## src/rtl/mrcc_pkg.sv

```systemverilog
// ----------------------------------------------------------------------------
// mrcc_pkg
// Types, codes and format helpers shared by the min-max rescale / clamp
// converter modules.
// ----------------------------------------------------------------------------
`default_nettype none

package mrcc_pkg;

  localparam int unsigned VAL_W      = 33;
  localparam int unsigned SAMPLE_W   = 32;
  localparam int unsigned QUOT_W     = 32;
  localparam int unsigned CNT_W      = $clog2(QUOT_W);
  localparam int unsigned CFG_IDX_W  = 3;
  localparam int unsigned CFG_DATA_W = 33;

  typedef logic signed [VAL_W-1:0] val_t;

  // sample format codes
  localparam logic [2:0] FMT_S8  = 3'd0;
  localparam logic [2:0] FMT_U8  = 3'd1;
  localparam logic [2:0] FMT_S16 = 3'd2;
  localparam logic [2:0] FMT_U16 = 3'd3;
  localparam logic [2:0] FMT_S32 = 3'd4;
  localparam logic [2:0] FMT_U32 = 3'd5;

  // configuration register indexes
  localparam logic [CFG_IDX_W-1:0] CFG_MODE     = 3'd0;
  localparam logic [CFG_IDX_W-1:0] CFG_IN_FMT   = 3'd1;
  localparam logic [CFG_IDX_W-1:0] CFG_OUT_FMT  = 3'd2;
  localparam logic [CFG_IDX_W-1:0] CFG_CONV_MIN = 3'd3;
  localparam logic [CFG_IDX_W-1:0] CFG_CONV_MAX = 3'd4;

  // result status codes
  localparam logic [1:0] STAT_OK   = 2'd0;
  localparam logic [1:0] STAT_SAT  = 2'd1;
  localparam logic [1:0] STAT_FLAT = 2'd2;

  localparam logic MODE_CLAMP = 1'b0;

  localparam val_t DMIN_RESET = 33'sh0_FFFF_FFFF;
  localparam val_t DMAX_RESET = 33'sh1_0000_0000;

  typedef enum logic [2:0] {
    ST_IDLE,
    ST_LIMITS,
    ST_EVAL,
    ST_MUL,
    ST_DIV,
    ST_FIN,
    ST_LOAD
  } state_e;

  typedef struct packed {
    logic       mode;
    logic [2:0] in_fmt;
    logic [2:0] out_fmt;
    val_t       conv_min;
    val_t       conv_max;
  } cfg_t;

  typedef struct packed {
    logic scan;
    logic latch;
    logic limits;
    logic eval;
    logic mul;
    logic div;
    logic fin;
    logic load;
  } cmd_t;

  typedef struct packed {
    logic direct;
    logic div_done;
    logic out_free;
  } sts_t;

  function automatic val_t decode(input logic [2:0] fmt, input logic [SAMPLE_W-1:0] raw);
    val_t r;
    case (fmt)
      FMT_S8:  r = {{25{raw[7]}}, raw[7:0]};
      FMT_U8:  r = {25'd0, raw[7:0]};
      FMT_S16: r = {{17{raw[15]}}, raw[15:0]};
      FMT_U16: r = {17'd0, raw[15:0]};
      FMT_S32: r = {raw[31], raw};
      default: r = {1'b0, raw};
    endcase
    return r;
  endfunction

  function automatic val_t fmt_lo(input logic [2:0] fmt);
    val_t r;
    case (fmt)
      FMT_S8:  r = -33'sd128;
      FMT_S16: r = -33'sd32768;
      FMT_S32: r = -33'sd2147483648;
      default: r = 33'sd0;
    endcase
    return r;
  endfunction

  function automatic val_t fmt_hi(input logic [2:0] fmt);
    val_t r;
    case (fmt)
      FMT_S8:  r = 33'sd127;
      FMT_U8:  r = 33'sd255;
      FMT_S16: r = 33'sd32767;
      FMT_U16: r = 33'sd65535;
      FMT_S32: r = 33'sd2147483647;
      default: r = 33'sd4294967295;
    endcase
    return r;
  endfunction

endpackage

`default_nettype wire

```

## src/rtl/mrcc_in_if.sv

```systemverilog
// ----------------------------------------------------------------------------
// mrcc_in_if
// Request channel: valid/ready handshake with scan or convert sample payload.
// ----------------------------------------------------------------------------
`default_nettype none

interface mrcc_in_if;
  logic        valid;
  logic        ready;
  logic        req_type;
  logic        first_of_set;
  logic [31:0] sample;

  modport source (output valid, req_type, first_of_set, sample, input ready);
  modport sink   (input valid, req_type, first_of_set, sample, output ready);
endinterface

`default_nettype wire

```

## src/rtl/mrcc_out_if.sv

```systemverilog
// ----------------------------------------------------------------------------
// mrcc_out_if
// Result channel: valid/ready handshake with converted value and status.
// ----------------------------------------------------------------------------
`default_nettype none

interface mrcc_out_if;
  logic               valid;
  logic               ready;
  logic signed [32:0] value;
  logic [1:0]         status;

  modport source (output valid, value, status, input ready);
  modport sink   (input valid, value, status, output ready);
endinterface

`default_nettype wire

```

## src/rtl/mrcc_cfg.sv

```systemverilog
// ----------------------------------------------------------------------------
// mrcc_cfg
// Configuration register file, written by index through a plain write port.
// ----------------------------------------------------------------------------
`default_nettype none

module mrcc_cfg
  import mrcc_pkg::*;
(
  input  logic                  clk_i,
  input  logic                  rst_ni,
  input  logic                  cfg_we_i,
  input  logic [CFG_IDX_W-1:0]  cfg_idx_i,
  input  logic [CFG_DATA_W-1:0] cfg_data_i,
  output cfg_t                  cfg_o
);

  cfg_t cfg_q;

  always_ff @(posedge clk_i or negedge rst_ni) begin
    if (!rst_ni) begin
      cfg_q.mode     <= MODE_CLAMP;
      cfg_q.in_fmt   <= FMT_U8;
      cfg_q.out_fmt  <= FMT_U8;
      cfg_q.conv_min <= 33'sd0;
      cfg_q.conv_max <= 33'sd255;
    end else if (cfg_we_i) begin
      case (cfg_idx_i)
        CFG_MODE:     cfg_q.mode     <= cfg_data_i[0];
        CFG_IN_FMT:   cfg_q.in_fmt   <= cfg_data_i[2:0];
        CFG_OUT_FMT:  cfg_q.out_fmt  <= cfg_data_i[2:0];
        CFG_CONV_MIN: cfg_q.conv_min <= cfg_data_i;
        CFG_CONV_MAX: cfg_q.conv_max <= cfg_data_i;
        default: ;
      endcase
    end
  end

  assign cfg_o = cfg_q;

endmodule

`default_nettype wire

```

## src/rtl/mrcc_ctrl.sv

```systemverilog
// ----------------------------------------------------------------------------
// mrcc_ctrl
// Sequencer: accepts requests, steps the datapath through limits, evaluation,
// multiply, bit-serial divide and result write-back.
// ----------------------------------------------------------------------------
`default_nettype none

module mrcc_ctrl
  import mrcc_pkg::*;
(
  input  logic clk_i,
  input  logic rst_ni,
  input  logic in_valid_i,
  input  logic in_req_type_i,
  output logic in_ready_o,
  input  sts_t sts_i,
  output cmd_t cmd_o
);

  state_e state_q, state_d;

  always_ff @(posedge clk_i or negedge rst_ni) begin
    if (!rst_ni) begin
      state_q <= ST_IDLE;
    end else begin
      state_q <= state_d;
    end
  end

  always_comb begin
    state_d = state_q;
    case (state_q)
      ST_IDLE:   if (in_valid_i && in_req_type_i) state_d = ST_LIMITS;
      ST_LIMITS: state_d = ST_EVAL;
      ST_EVAL:   state_d = sts_i.direct ? ST_LOAD : ST_MUL;
      ST_MUL:    state_d = ST_DIV;
      ST_DIV:    if (sts_i.div_done) state_d = ST_FIN;
      ST_FIN:    state_d = ST_LOAD;
      ST_LOAD:   if (sts_i.out_free) state_d = ST_IDLE;
      default:   state_d = ST_IDLE;
    endcase
  end

  always_comb begin
    cmd_o      = '0;
    in_ready_o = 1'b0;
    case (state_q)
      ST_IDLE: begin
        in_ready_o   = 1'b1;
        cmd_o.scan   = in_valid_i && !in_req_type_i;
        cmd_o.latch  = in_valid_i && in_req_type_i;
      end
      ST_LIMITS: cmd_o.limits = 1'b1;
      ST_EVAL:   cmd_o.eval   = 1'b1;
      ST_MUL:    cmd_o.mul    = 1'b1;
      ST_DIV:    cmd_o.div    = 1'b1;
      ST_FIN:    cmd_o.fin    = 1'b1;
      ST_LOAD:   cmd_o.load   = sts_i.out_free;
      default: ;
    endcase
  end

  a_convert_starts: assert property (@(posedge clk_i) disable iff (!rst_ni)
    (in_valid_i && in_ready_o && in_req_type_i) |=> (state_q == ST_LIMITS))
    else $error("convert request did not start the sequence");

  a_load_when_free: assert property (@(posedge clk_i) disable iff (!rst_ni)
    cmd_o.load |-> sts_i.out_free)
    else $error("result loaded over a pending result");

  a_div_holds: assert property (@(posedge clk_i) disable iff (!rst_ni)
    (state_q == ST_DIV && !sts_i.div_done) |=> (state_q == ST_DIV))
    else $error("divide left before last quotient bit");

endmodule

`default_nettype wire

```

## src/rtl/mrcc_dp.sv

```systemverilog
// ----------------------------------------------------------------------------
// mrcc_dp
// Datapath: set extremes, limit saturation, clamp and rescale arithmetic with
// a radix-2 restoring divider, and the result output register.
// ----------------------------------------------------------------------------
`default_nettype none

module mrcc_dp
  import mrcc_pkg::*;
(
  input  logic                clk_i,
  input  logic                rst_ni,
  input  cfg_t                cfg_i,
  input  cmd_t                cmd_i,
  input  logic                in_first_i,
  input  logic [SAMPLE_W-1:0] in_sample_i,
  input  logic                out_ready_i,
  output sts_t                sts_o,
  output logic                out_valid_o,
  output val_t                out_value_o,
  output logic [1:0]          out_status_o
);

  // set tracking
  val_t dmin_q, dmax_q;
  logic seen_q;

  // item operands
  val_t              x_q, lo_q, hi_q;
  logic [VAL_W-1:0]  den_q, t_q;
  logic [QUOT_W-1:0] aspan_q;
  logic              neg_q;

  // divider
  logic [VAL_W-1:0]  rem_q;
  logic [QUOT_W-1:0] sh_q;
  logic [CNT_W-1:0]  cnt_q;

  // result and output register
  val_t       res_v_q, out_v_q;
  logic [1:0] res_st_q, out_st_q;
  logic       out_valid_q;

  val_t              x_in, flo, fhi, lo_c, hi_c, xs, v_direct;
  logic [1:0]        st_direct;
  logic              flat, clip;
  logic [VAL_W:0]    t_w, den_w, span_w, aspan_w;
  logic [2*QUOT_W:0] prod;
  logic [VAL_W:0]    r2, r2_sub;
  logic              ge;
  logic [VAL_W:0]    fin_w, q_ext;

  assign x_in = decode(cfg_i.in_fmt, in_sample_i);
  assign flo  = fmt_lo(cfg_i.out_fmt);
  assign fhi  = fmt_hi(cfg_i.out_fmt);

  always_comb begin
    if (cfg_i.conv_min < flo)      lo_c = flo;
    else if (cfg_i.conv_min > fhi) lo_c = fhi;
    else                           lo_c = cfg_i.conv_min;
    if (cfg_i.conv_max < flo)      hi_c = flo;
    else if (cfg_i.conv_max > fhi) hi_c = fhi;
    else                           hi_c = cfg_i.conv_max;
  end

  assign flat = !seen_q || (dmax_q <= dmin_q);

  always_comb begin
    st_direct = STAT_OK;
    v_direct  = x_q;
    if (cfg_i.mode == MODE_CLAMP) begin
      if (x_q < lo_q) begin
        v_direct  = lo_q;
        st_direct = STAT_SAT;
      end else if (x_q > hi_q) begin
        v_direct  = hi_q;
        st_direct = STAT_SAT;
      end
    end else begin
      v_direct  = lo_q;
      st_direct = STAT_FLAT;
    end
  end

  // sample pulled into the set range
  always_comb begin
    clip = 1'b1;
    if (x_q < dmin_q)      xs = dmin_q;
    else if (x_q > dmax_q) xs = dmax_q;
    else begin
      xs   = x_q;
      clip = 1'b0;
    end
  end

  assign t_w     = {xs[VAL_W-1], xs} - {dmin_q[VAL_W-1], dmin_q};
  assign den_w   = {dmax_q[VAL_W-1], dmax_q} - {dmin_q[VAL_W-1], dmin_q};
  assign span_w  = {hi_q[VAL_W-1], hi_q} - {lo_q[VAL_W-1], lo_q};
  assign aspan_w = span_w[VAL_W] ? (~span_w + 1'b1) : span_w;

  assign prod = aspan_q * t_q;

  // one restoring step, remainder stays below the divisor
  assign r2     = {rem_q, sh_q[QUOT_W-1]};
  assign ge     = r2 >= {1'b0, den_q};
  assign r2_sub = r2 - {1'b0, den_q};

  assign q_ext = {{(VAL_W-QUOT_W+1){1'b0}}, sh_q};
  assign fin_w = neg_q ? ({lo_q[VAL_W-1], lo_q} - q_ext) : ({lo_q[VAL_W-1], lo_q} + q_ext);

  always_ff @(posedge clk_i or negedge rst_ni) begin
    if (!rst_ni) begin
      dmin_q      <= DMIN_RESET;
      dmax_q      <= DMAX_RESET;
      seen_q      <= 1'b0;
      cnt_q       <= '0;
      out_valid_q <= 1'b0;
    end else begin
      if (cmd_i.scan) begin
        seen_q <= 1'b1;
        if (in_first_i) begin
          dmin_q <= x_in;
          dmax_q <= x_in;
        end else begin
          if (x_in < dmin_q) dmin_q <= x_in;
          if (x_in > dmax_q) dmax_q <= x_in;
        end
      end
      if (cmd_i.mul)      cnt_q <= '0;
      else if (cmd_i.div) cnt_q <= cnt_q + 1'b1;
      if (cmd_i.load)       out_valid_q <= 1'b1;
      else if (out_ready_i) out_valid_q <= 1'b0;
    end
  end

  always_ff @(posedge clk_i) begin
    if (cmd_i.latch) x_q <= x_in;
    if (cmd_i.limits) begin
      lo_q <= lo_c;
      hi_q <= hi_c;
    end
    if (cmd_i.eval) begin
      t_q      <= t_w[VAL_W-1:0];
      den_q    <= den_w[VAL_W-1:0];
      aspan_q  <= aspan_w[QUOT_W-1:0];
      neg_q    <= span_w[VAL_W];
      res_v_q  <= v_direct;
      res_st_q <= (sts_o.direct) ? st_direct : (clip ? STAT_SAT : STAT_OK);
    end
    if (cmd_i.mul) begin
      rem_q <= prod[2*QUOT_W:QUOT_W];
      sh_q  <= prod[QUOT_W-1:0];
    end
    if (cmd_i.div) begin
      rem_q <= ge ? r2_sub[VAL_W-1:0] : r2[VAL_W-1:0];
      sh_q  <= {sh_q[QUOT_W-2:0], ge};
    end
    if (cmd_i.fin) res_v_q <= fin_w[VAL_W-1:0];
    if (cmd_i.load) begin
      out_v_q  <= res_v_q;
      out_st_q <= res_st_q;
    end
  end

  assign sts_o.direct   = (cfg_i.mode == MODE_CLAMP) || flat;
  assign sts_o.div_done = (cnt_q == CNT_W'(QUOT_W - 1));
  assign sts_o.out_free = !out_valid_q || out_ready_i;

  assign out_valid_o  = out_valid_q;
  assign out_value_o  = out_v_q;
  assign out_status_o = out_st_q;

  a_rem_below_den: assert property (@(posedge clk_i) disable iff (!rst_ni)
    (cmd_i.mul || cmd_i.div) |=> (rem_q < den_q))
    else $error("divider remainder not below divisor");

  a_scan_orders_set: assert property (@(posedge clk_i) disable iff (!rst_ni)
    cmd_i.scan |=> (seen_q && (dmin_q <= dmax_q)))
    else $error("set extremes out of order after scan");

  a_load_shows: assert property (@(posedge clk_i) disable iff (!rst_ni)
    cmd_i.load |=> out_valid_q)
    else $error("loaded result not presented");

endmodule

`default_nettype wire

```

## src/rtl/minmax_rescale_clamp_convert_top.sv

```systemverilog
// ----------------------------------------------------------------------------
// minmax_rescale_clamp_convert_top
// Integer sample format converter with clamp or min-max rescale to limits.
// ----------------------------------------------------------------------------
// A scan request folds its sample into the set minimum and maximum at the
// edge that accepts it and gives no result. A convert request gives one
// result: in clamp mode, or for an empty or flat set, the request steps
// through the limit and evaluation states to write-back; a rescale also
// passes through a single 32x33 multiply, the radix-2 restoring divider that
// produces one of 32 quotient bits per cycle, and a final offset add before
// write-back. One request is worked on at a time; a finished result waits in
// the output register while the next request is accepted, and a convert only
// stalls at write-back if that register is still full.
`default_nettype none

module minmax_rescale_clamp_convert_top
  import mrcc_pkg::*;
(
  input  logic                  clk_i,
  input  logic                  rst_ni,
  mrcc_in_if.sink               in_if,
  mrcc_out_if.source            out_if,
  input  logic                  cfg_we_i,
  input  logic [CFG_IDX_W-1:0]  cfg_idx_i,
  input  logic [CFG_DATA_W-1:0] cfg_data_i
);

  cfg_t       cfg;
  cmd_t       cmd;
  sts_t       sts;
  logic       in_ready;
  logic       out_valid;
  val_t       out_value;
  logic [1:0] out_status;

  mrcc_cfg u_cfg (
    .clk_i      (clk_i),
    .rst_ni     (rst_ni),
    .cfg_we_i   (cfg_we_i),
    .cfg_idx_i  (cfg_idx_i),
    .cfg_data_i (cfg_data_i),
    .cfg_o      (cfg)
  );

  mrcc_ctrl u_ctrl (
    .clk_i         (clk_i),
    .rst_ni        (rst_ni),
    .in_valid_i    (in_if.valid),
    .in_req_type_i (in_if.req_type),
    .in_ready_o    (in_ready),
    .sts_i         (sts),
    .cmd_o         (cmd)
  );

  mrcc_dp u_dp (
    .clk_i        (clk_i),
    .rst_ni       (rst_ni),
    .cfg_i        (cfg),
    .cmd_i        (cmd),
    .in_first_i   (in_if.first_of_set),
    .in_sample_i  (in_if.sample),
    .out_ready_i  (out_if.ready),
    .sts_o        (sts),
    .out_valid_o  (out_valid),
    .out_value_o  (out_value),
    .out_status_o (out_status)
  );

  assign in_if.ready   = in_ready;
  assign out_if.valid  = out_valid;
  assign out_if.value  = out_value;
  assign out_if.status = out_status;

endmodule

`default_nettype wire

```

## src/flat_wrapper.sv

```systemverilog
// flat-port wrapper written by rule: the top's interface ports become plain ports
module minmax_rescale_clamp_convert_top_flat import mrcc_pkg::*;
  (clk_i, rst_ni, cfg_we_i, cfg_idx_i, cfg_data_i, in_if_valid, in_if_req_type, in_if_first_of_set, in_if_sample, in_if_ready, out_if_valid, out_if_value, out_if_status, out_if_ready);
  mrcc_in_if in_if_i ();
  mrcc_out_if out_if_i ();
  input  logic clk_i;
  input  logic rst_ni;
  input  logic cfg_we_i;
  input  logic [CFG_IDX_W-1:0] cfg_idx_i;
  input  logic [CFG_DATA_W-1:0] cfg_data_i;
  input wire logic [$bits(in_if_i.valid)-1:0] in_if_valid;
  input wire logic [$bits(in_if_i.req_type)-1:0] in_if_req_type;
  input wire logic [$bits(in_if_i.first_of_set)-1:0] in_if_first_of_set;
  input wire logic [$bits(in_if_i.sample)-1:0] in_if_sample;
  output wire logic [$bits(in_if_i.ready)-1:0] in_if_ready;
  output wire logic [$bits(out_if_i.valid)-1:0] out_if_valid;
  output wire logic [$bits(out_if_i.value)-1:0] out_if_value;
  output wire logic [$bits(out_if_i.status)-1:0] out_if_status;
  input wire logic [$bits(out_if_i.ready)-1:0] out_if_ready;
  assign in_if_i.valid = in_if_valid;
  assign in_if_i.req_type = in_if_req_type;
  assign in_if_i.first_of_set = in_if_first_of_set;
  assign in_if_i.sample = in_if_sample;
  assign in_if_ready = in_if_i.ready;
  assign out_if_valid = out_if_i.valid;
  assign out_if_value = out_if_i.value;
  assign out_if_status = out_if_i.status;
  assign out_if_i.ready = out_if_ready;
  minmax_rescale_clamp_convert_top u_core (.clk_i(clk_i), .rst_ni(rst_ni), .in_if(in_if_i), .out_if(out_if_i), .cfg_we_i(cfg_we_i), .cfg_idx_i(cfg_idx_i), .cfg_data_i(cfg_data_i));
endmodule
```

## config.mk

```make
export PLATFORM = sky130hd
export DESIGN_NAME = minmax_rescale_clamp_convert_top_flat
export DESIGN_NICKNAME = d
export VERILOG_FILES = /design/src/rtl/mrcc_pkg.sv /design/src/rtl/mrcc_in_if.sv /design/src/rtl/mrcc_out_if.sv /design/src/rtl/mrcc_cfg.sv /design/src/rtl/mrcc_ctrl.sv /design/src/rtl/mrcc_dp.sv /design/src/rtl/minmax_rescale_clamp_convert_top.sv /design/src/flat_wrapper.sv
export SDC_FILE = /design/constraint.sdc
export NUM_CORES = 2
export LEC_CHECK = 0
export ABC_AREA = 1
export BUFFER_PORTS_ARGS = -buffer_cell sky130_fd_sc_hd__buf_4
export CAP_MARGIN = 5
export CORE_MARGIN = 5
export CORE_UTILIZATION = 40
export CTS_BUF_LIST = sky130_fd_sc_hd__clkbuf_16
export DETAILED_ROUTE_END_ITERATION = 12
export SLEW_MARGIN = 30
export SYNTH_ARGS = -nofsm -noshare
export SYNTH_HDL_FRONTEND = slang
export SYNTH_SLANG_ARGS = --single-unit
```

## constraint.sdc

```tcl
create_clock -name clk_i -period 15.5 [get_ports clk_i]
set_input_delay 0.775 -clock clk_i [delete_from_list [all_inputs] [get_ports clk_i]]
set_output_delay 0.775 -clock clk_i [all_outputs]
set_load 0.02 [all_outputs]
```

=== Word-level counts from Yosys, hierarchy flattened ===
Index checks and enable logic that the tools add are counted.

* Multiply operators: 1
* Bitwise logic cells: 2
* $lt $le $gt $ge: 12
* Reduce and logical (&&, ||, !) cells: 25
* Add/sub/neg operators: 8
* Multiplexer cells: 49
* Equality and inequality tests: 22

{| class="wikitable"
|+ Operators with widths
! operator !! count
|-
| $mux W33 || 19
|-
| $gt A33 B33 Y1 || 5
|-
| $lt A33 B33 Y1 || 5
|-
| $pmux W33 S5 || 1
|-
| $pmux W32 S5 || 1
|-
| $sub A33 B33 Y33 || 4
|-
| $pmux W33 S3 || 1
|-
| $mux W32 || 3
|-
| $mul A32 B33 Y65 || 1
|-
| $ge A34 B33 Y1 || 1
|-
| $sub A33 B33 Y34 || 1
|-
| $add A33 B33 Y33 || 1
|-
| $le A33 B33 Y1 || 1
|-
| $add A32 B1 Y32 const B || 1
|-
| $not A32 Y32 || 1
|-
| $eq A3 B2 Y1 const B || 8
|-
| $pmux W3 S7 || 1
|-
| $eq A3 B3 Y1 const B || 6
|-
| $mux W1 || 14
|-
| $reduce_and A2 Y1 || 7
|-
| $eq A3 B1 Y1 const B || 4
|-
| $logic_not A3 Y1 || 4
|-
| $mux W3 || 4
|-
| $mux W5 || 2
|-
| other kinds (11) || 23
|}

* Output and inout port bits: 37
* Bits of input ports: 75
* Word-level logic and storage cells: 143
* Flip-flop bits (word level): 482

=== Depth between registers and ports, before layout ===
* Depth after elaboration: 6
* Gate-level depth with buffers: 34
* Gate-level depth less buffers: 32

=== Modules after synthesis ===
From an unflattened synthesis, not the netlist that was laid out.

* Cell total of the unflattened synthesis: 9,994
* Area, all modules: 75,069.5 sq um

{| class="wikitable"
|+ By module, submodules not included
! module !! cells each !! area an instance (sq um) !! instances
|-
| mrcc_dp || 9,626 || 71,921.5 || 1
|-
| mrcc_cfg || 327 || 2,900.3 || 1
|-
| mrcc_ctrl || 41 || 247.7 || 1
|}

=== Worst setup path after synthesis ===
No wires, ideal clock.

* Kind: reg-to-reg
* From: register u_core.u_ctrl.state_q[2]
* To: register u_core.u_dp.res_v_q[0], enable pin
* Stages on the path, launching flop included: 4
* Clock period less this slack: 9.307 ns
* Library setup time: 0.392 ns
* Required time: 15.108 ns
* Data arrival time: 8.915 ns
* Path slack: 6.193 ns
* Buffers on the path: 0
* Path through: dfrtp_1 > nor3_1 > inv_1 > nand2_1

* Word-level cells in the longest chain between the ends: 3
* Elaborated cells between the ends (all ways): 5
* Those cells by class: 2 x eq/ne; 2 x mux; 1 x reduce/logical

{| class="wikitable"
|+ RTL lines
! element !! RTL line !! text
|-
| start: declaration || mrcc_ctrl.sv:20 || <nowiki>state_e state_q, state_d;</nowiki>
|-
| start signal: assignment || mrcc_ctrl.sv:26 || <nowiki>state_q <= state_d;</nowiki>
|-
| $eq A3 B3 Y1 / $eq A3 B2 Y1 (equally long branches) || mrcc_ctrl.sv:47 || <nowiki>case (state_q)</nowiki>
|-
| $mux W1 || mrcc_ctrl.sv:47 ||
|-
| $reduce_bool A2 Y1 (no source line) * || n/a ||
|-
| end signal: assignment || mrcc_dp.sv:147 || <nowiki>res_v_q <= v_direct;</nowiki>
|-
| end signal: assignment || mrcc_dp.sv:158 || <nowiki>if (cmd_i.fin) res_v_q <= fin_w[VAL_W-1:0];</nowiki>
|-
| end: declaration || mrcc_dp.sv:40 || <nowiki>val_t res_v_q, out_v_q;</nowiki>
|}

Every way passes the cells marked *; elsewhere a longest branch is shown, timed or not.
A chain may end at the register's enable or synchronous reset.

=== Final worst setup path ===
* From: register u_core.u_dp.t_q[6]
* To: register u_core.u_dp.rem_q[31], data pin

* Word-level cells in the longest chain between the ends: 3

{| class="wikitable"
|+ RTL lines
! element !! RTL line !! text
|-
| start: declaration || mrcc_dp.sv:30 || <nowiki>logic [VAL_W-1:0] den_q, t_q;</nowiki>
|-
| start signal: assignment || mrcc_dp.sv:143 || <nowiki>t_q <= t_w[VAL_W-1:0];</nowiki>
|-
| $mul A32 B33 Y65 || mrcc_dp.sv:101 || <nowiki>assign prod = aspan_q * t_q;</nowiki>
|-
| $mux W33 || mrcc_dp.sv:150 || <nowiki>if (cmd_i.mul) begin</nowiki>
|-
| $mux W33 || mrcc_dp.sv:154 || <nowiki>if (cmd_i.div) begin</nowiki>
|-
| end signal: assignment || mrcc_dp.sv:151 || <nowiki>rem_q <= prod[2*QUOT_W:QUOT_W];</nowiki>
|-
| end signal: assignment || mrcc_dp.sv:155 || <nowiki>rem_q <= ge ? r2_sub[VAL_W-1:0] : r2[VAL_W-1:0];</nowiki>
|-
| end: declaration || mrcc_dp.sv:35 || <nowiki>logic [VAL_W-1:0] rem_q;</nowiki>
|}

No other way between the ends. The select of a mux whose other input is x is not followed.

==> run_results.csv <==
group,metric,value,unit
yosys,yosysTopAreaCellShare,24.97,%
critical_path,crit_type,"reg -> reg",
critical_path,end_kind,"flip-flop",
global_routing,grt_util_all_layers,25.44,%
yosys,synthTopCellsByArea,"fa_1 (25%), nand2_1 (14%), edfxtp_1 (13%)",
clock_tree,ctsResizeCount,0,
critical_path,worst-path-max-fanout,32,
critical_path,startpoint_type,"flip-flop",
timing,min_period,7952,ps
critical_path,cp_top_family,"adder cells",
floorplanning,die_height,442.0,µm
critical_path,endpoint,"u_core.u_dp.rem_q[31]",
clock_tree,ctsRootBufferMaster,"clkbuf_16",
critical_path,worstPathBufferInverterCount,5,
layout,synthToLayoutAreaGrowth,7.017,%
yosys,synth_top_area_cell,"fa_1",
detailed_routing,antenna_left,0,
global_routing,grt_pass1_vias,64530,
place,port_buffers,111,
place,dp.final_hpwl,205800,µm
yosys,avgSynthCellArea,7.544,µm²
floorplanning,die_area,0.1953,mm²
detailed_routing,drtIter0Drc,4866,
timing,rsz0062_at_grt,"false",
timing,finalCritPeriodShare,51.30,%
clock_tree,cts.sinks,482,
clock_tree,holdBufCountCts,0,
layout,diodes,0,
timing,hold_viol_final,0,
critical_path,r2r-end,"u_core.u_dp.rem_q[31]",
global_routing,antenna_found_initial,1,
floorplanning,die-width,442.0,µm
layout,drive_gt1_share,4.319,%
critical_path,crit_cells,25,
yosys,syn-cell-area,0.07464,mm²
yosys,ys_types,62,
detailed_routing,routed_wl,252900,µm
yosys,yosysMostFrequentCell,"nand2_1",
timing,fmax,125.8,MHz
yosys,synth_seq_cells,482,
clock_tree,ctsLongestPathBuffers,3,
critical_path,cp_data_required_time,15930,ps
detailed_routing,drt-vias-per-instance,5.169,
clock_tree,clk_latency,680,ps
floorplanning,core,0.1854,mm²
critical_path,slowest_stage,"o21ai_0",
flow_run,drv_cap,0,
detailed_routing,vias,63800,
yosys,yosys_most_used_dff,"edfxtp_1",
timing,drv_slew,0,
outcome,run_status,"complete, no violations",
global_routing,grt_max_degree,70,
critical_path,reg2reg_from,"u_core.u_dp.t_q[6]",
clock_tree,cts_tree,"yes",
floorplanning,fp-row-count,158,
layout,nNetsFinal,11550,
timing,tightest_slew,956.9,ps
floorplanning,start_util,40.25,%
clock_tree,cts_setup_buffers,0,
detailed_routing,drt-wirelength-per-cell,20.49,µm
timing,setup_viol,0,
clock_tree,numCtsBuffers,56,
timing,skew,64.51,ps
yosys,synth_edf_count,333,
detailed_routing,drc,0,
global_routing,grt_pass1_wl,386600,µm
layout,fillCellCount,19190,
critical_path,crit_top_cell,"fa_1",
min_path,hold_class,"in -> async",
timing,fin_setup_tns,0,ps
critical_path,worst-r2r-setup-slack,7550,ps
critical_path,rr_worst_depth,25,
yosys,syn-num-nets,11630,
global_routing,overflow,0,
yosys,synthArstFlopShare,30.91,%
yosys,netlist_top_cells_count,"nand2_1 (2,789), inv_1 (2,229), fa_1 (931), ha_1 (726), a21oi_1 (471)",
critical_path,max_stage_delay,720,ps
place,place_congestion,1.000,
clock_tree,clk_pin_slew,60,ps
critical_path,crit_path_start,"u_core.u_dp.t_q[6]",
yosys,yosys_warnings,0,
clock_tree,htreeDepth,2,
yosys,synthCells,9894,
yosys,ys_seq_area_share,18.47,%
floorplanning,ios,112,
timing,relSlewSlack,36.13,%
detailed_routing,first_pass_iters,6,
critical_path,crit_arrival,8380,ps
-- cells by family after synthesis --
kind of cell	synth area share (%)
multiplexers	0.01341
flip-flops	18.47
AND/OR/NAND/NOR	20.97
adder cells (fa/ha/maj)	37.14
buffers and inverters	13.11
XOR/XNOR	2.169
AO/OA/AOI/OAI	8.136
-- worst register-to-register path: stages (launching register included) --
cell and delay [ps]:
edfxtp_1 320, buf_4 520, nand2_1 220, fa_1 540, inv_1 60, fa_1 500
inv_1 50, fa_1 530, inv_1 50, fa_1 490, fa_1 540, fa_1 440
fa_1 590, fa_1 460, ha_1 380, nand2_1 110, nor2_1 200, inv_1 130
nor2_1 240, nand2_1 70, o21ai_0 720, nand3_1 140, nand2_1 130, a21oi_1 70
o21ai_0 120, nand2_1 80
-- worst min path at each step --
stage,startpoint,to,slack [ps],depth (start not counted)
CTS,rst_ni,u_core.u_cfg.cfg_o[58],40,1
global route,rst_ni,u_core.u_cfg.cfg_o[20],80,1
global placement,u_core.u_dp.res_v_q[13],u_core.u_dp.out_value_o[13],400,0
detailed placement,u_core.u_dp.res_v_q[29],u_core.u_dp.out_value_o[29],410,0
floorplan,u_core.u_dp.res_st_q[0],u_core.u_dp.out_status_o[0],400,0
finish,rst_ni,u_core.u_cfg.cfg_o[20],70,1
-- layer usage --
metal  global-route usage (%)  wire, µm
met1                    34.88    110500
met2                    42.26    117700
met3                    2.249     14550
met4                    8.962     10210
met5                        0         0
-- placed cells by master (no fill, tap or decap), types with 30 or more instances in the layout --
master / instances
nor2_1: 447
ha_1: 726
dfstp_2: 43
nand4_1: 82
xnor2_1: 74
nor3_1: 76
nand3_1: 351
xor2_1: 109
dfrtp_1: 106
a21o_1: 39
clkbuf_16: 58
o21ai_1: 30
inv_1: 2236
buf_4: 206
o21ai_0: 434
edfxtp_1: 333
nand2_1: 2787
fa_1: 931
a21oi_1: 471
-- layout make-up --
type	count	area, µm²	area share (%)
Clock buffer	58	1451	1.817
Clock inverter	48	400.4	0.5013
Inverter	2243	8419	10.54
Multi-Input combinational cell	6825	51160	64.05
Sequential cell	482	13780	17.25
Tap cell	2480	3103	3.885
Timing Repair Buffer	207	1558	1.950
-- through the flow --
stage          setup slack [ps]  cell area, µm²  std cells  utilization [%]  hold slack, ps
2_1_floorplan              6193           74640       9894                -           400.3
3_3_place_gp               7588           78010      12240            42.07           404.1
3_5_place_dp               7565           78020      12240            42.08           405.9
4_1_cts                    7536           79870      12340            43.07           42.99
5_1_grt                    7184           79870      12340            43.07           80.13
6_report                   7548           79870      12340            43.07           69.90
-- registers in the layout, indices dropped and copies added, names as in the netlist, 5 cells and up --
register / flops
u_core.u_dp.dmax_q: 33
u_core.u_dp.res_v_q: 33
u_core.u_dp.t_q: 33
u_core.u_dp.rem_q: 33
u_core.u_dp.cnt_q: 5
u_core.u_cfg.cfg_o: 73
u_core.u_dp.den_q: 33
u_core.u_dp.x_q: 33
u_core.u_dp.dmin_q: 33
u_core.u_dp.lo_q: 33
u_core.u_dp.out_value_o: 33
u_core.u_dp.sh_q: 32
u_core.u_dp.aspan_q: 32
u_core.u_dp.hi_q: 33
Power is not shown: default switching activity piles up to over one toggle a cycle in this logic, so the estimate is an artifact.
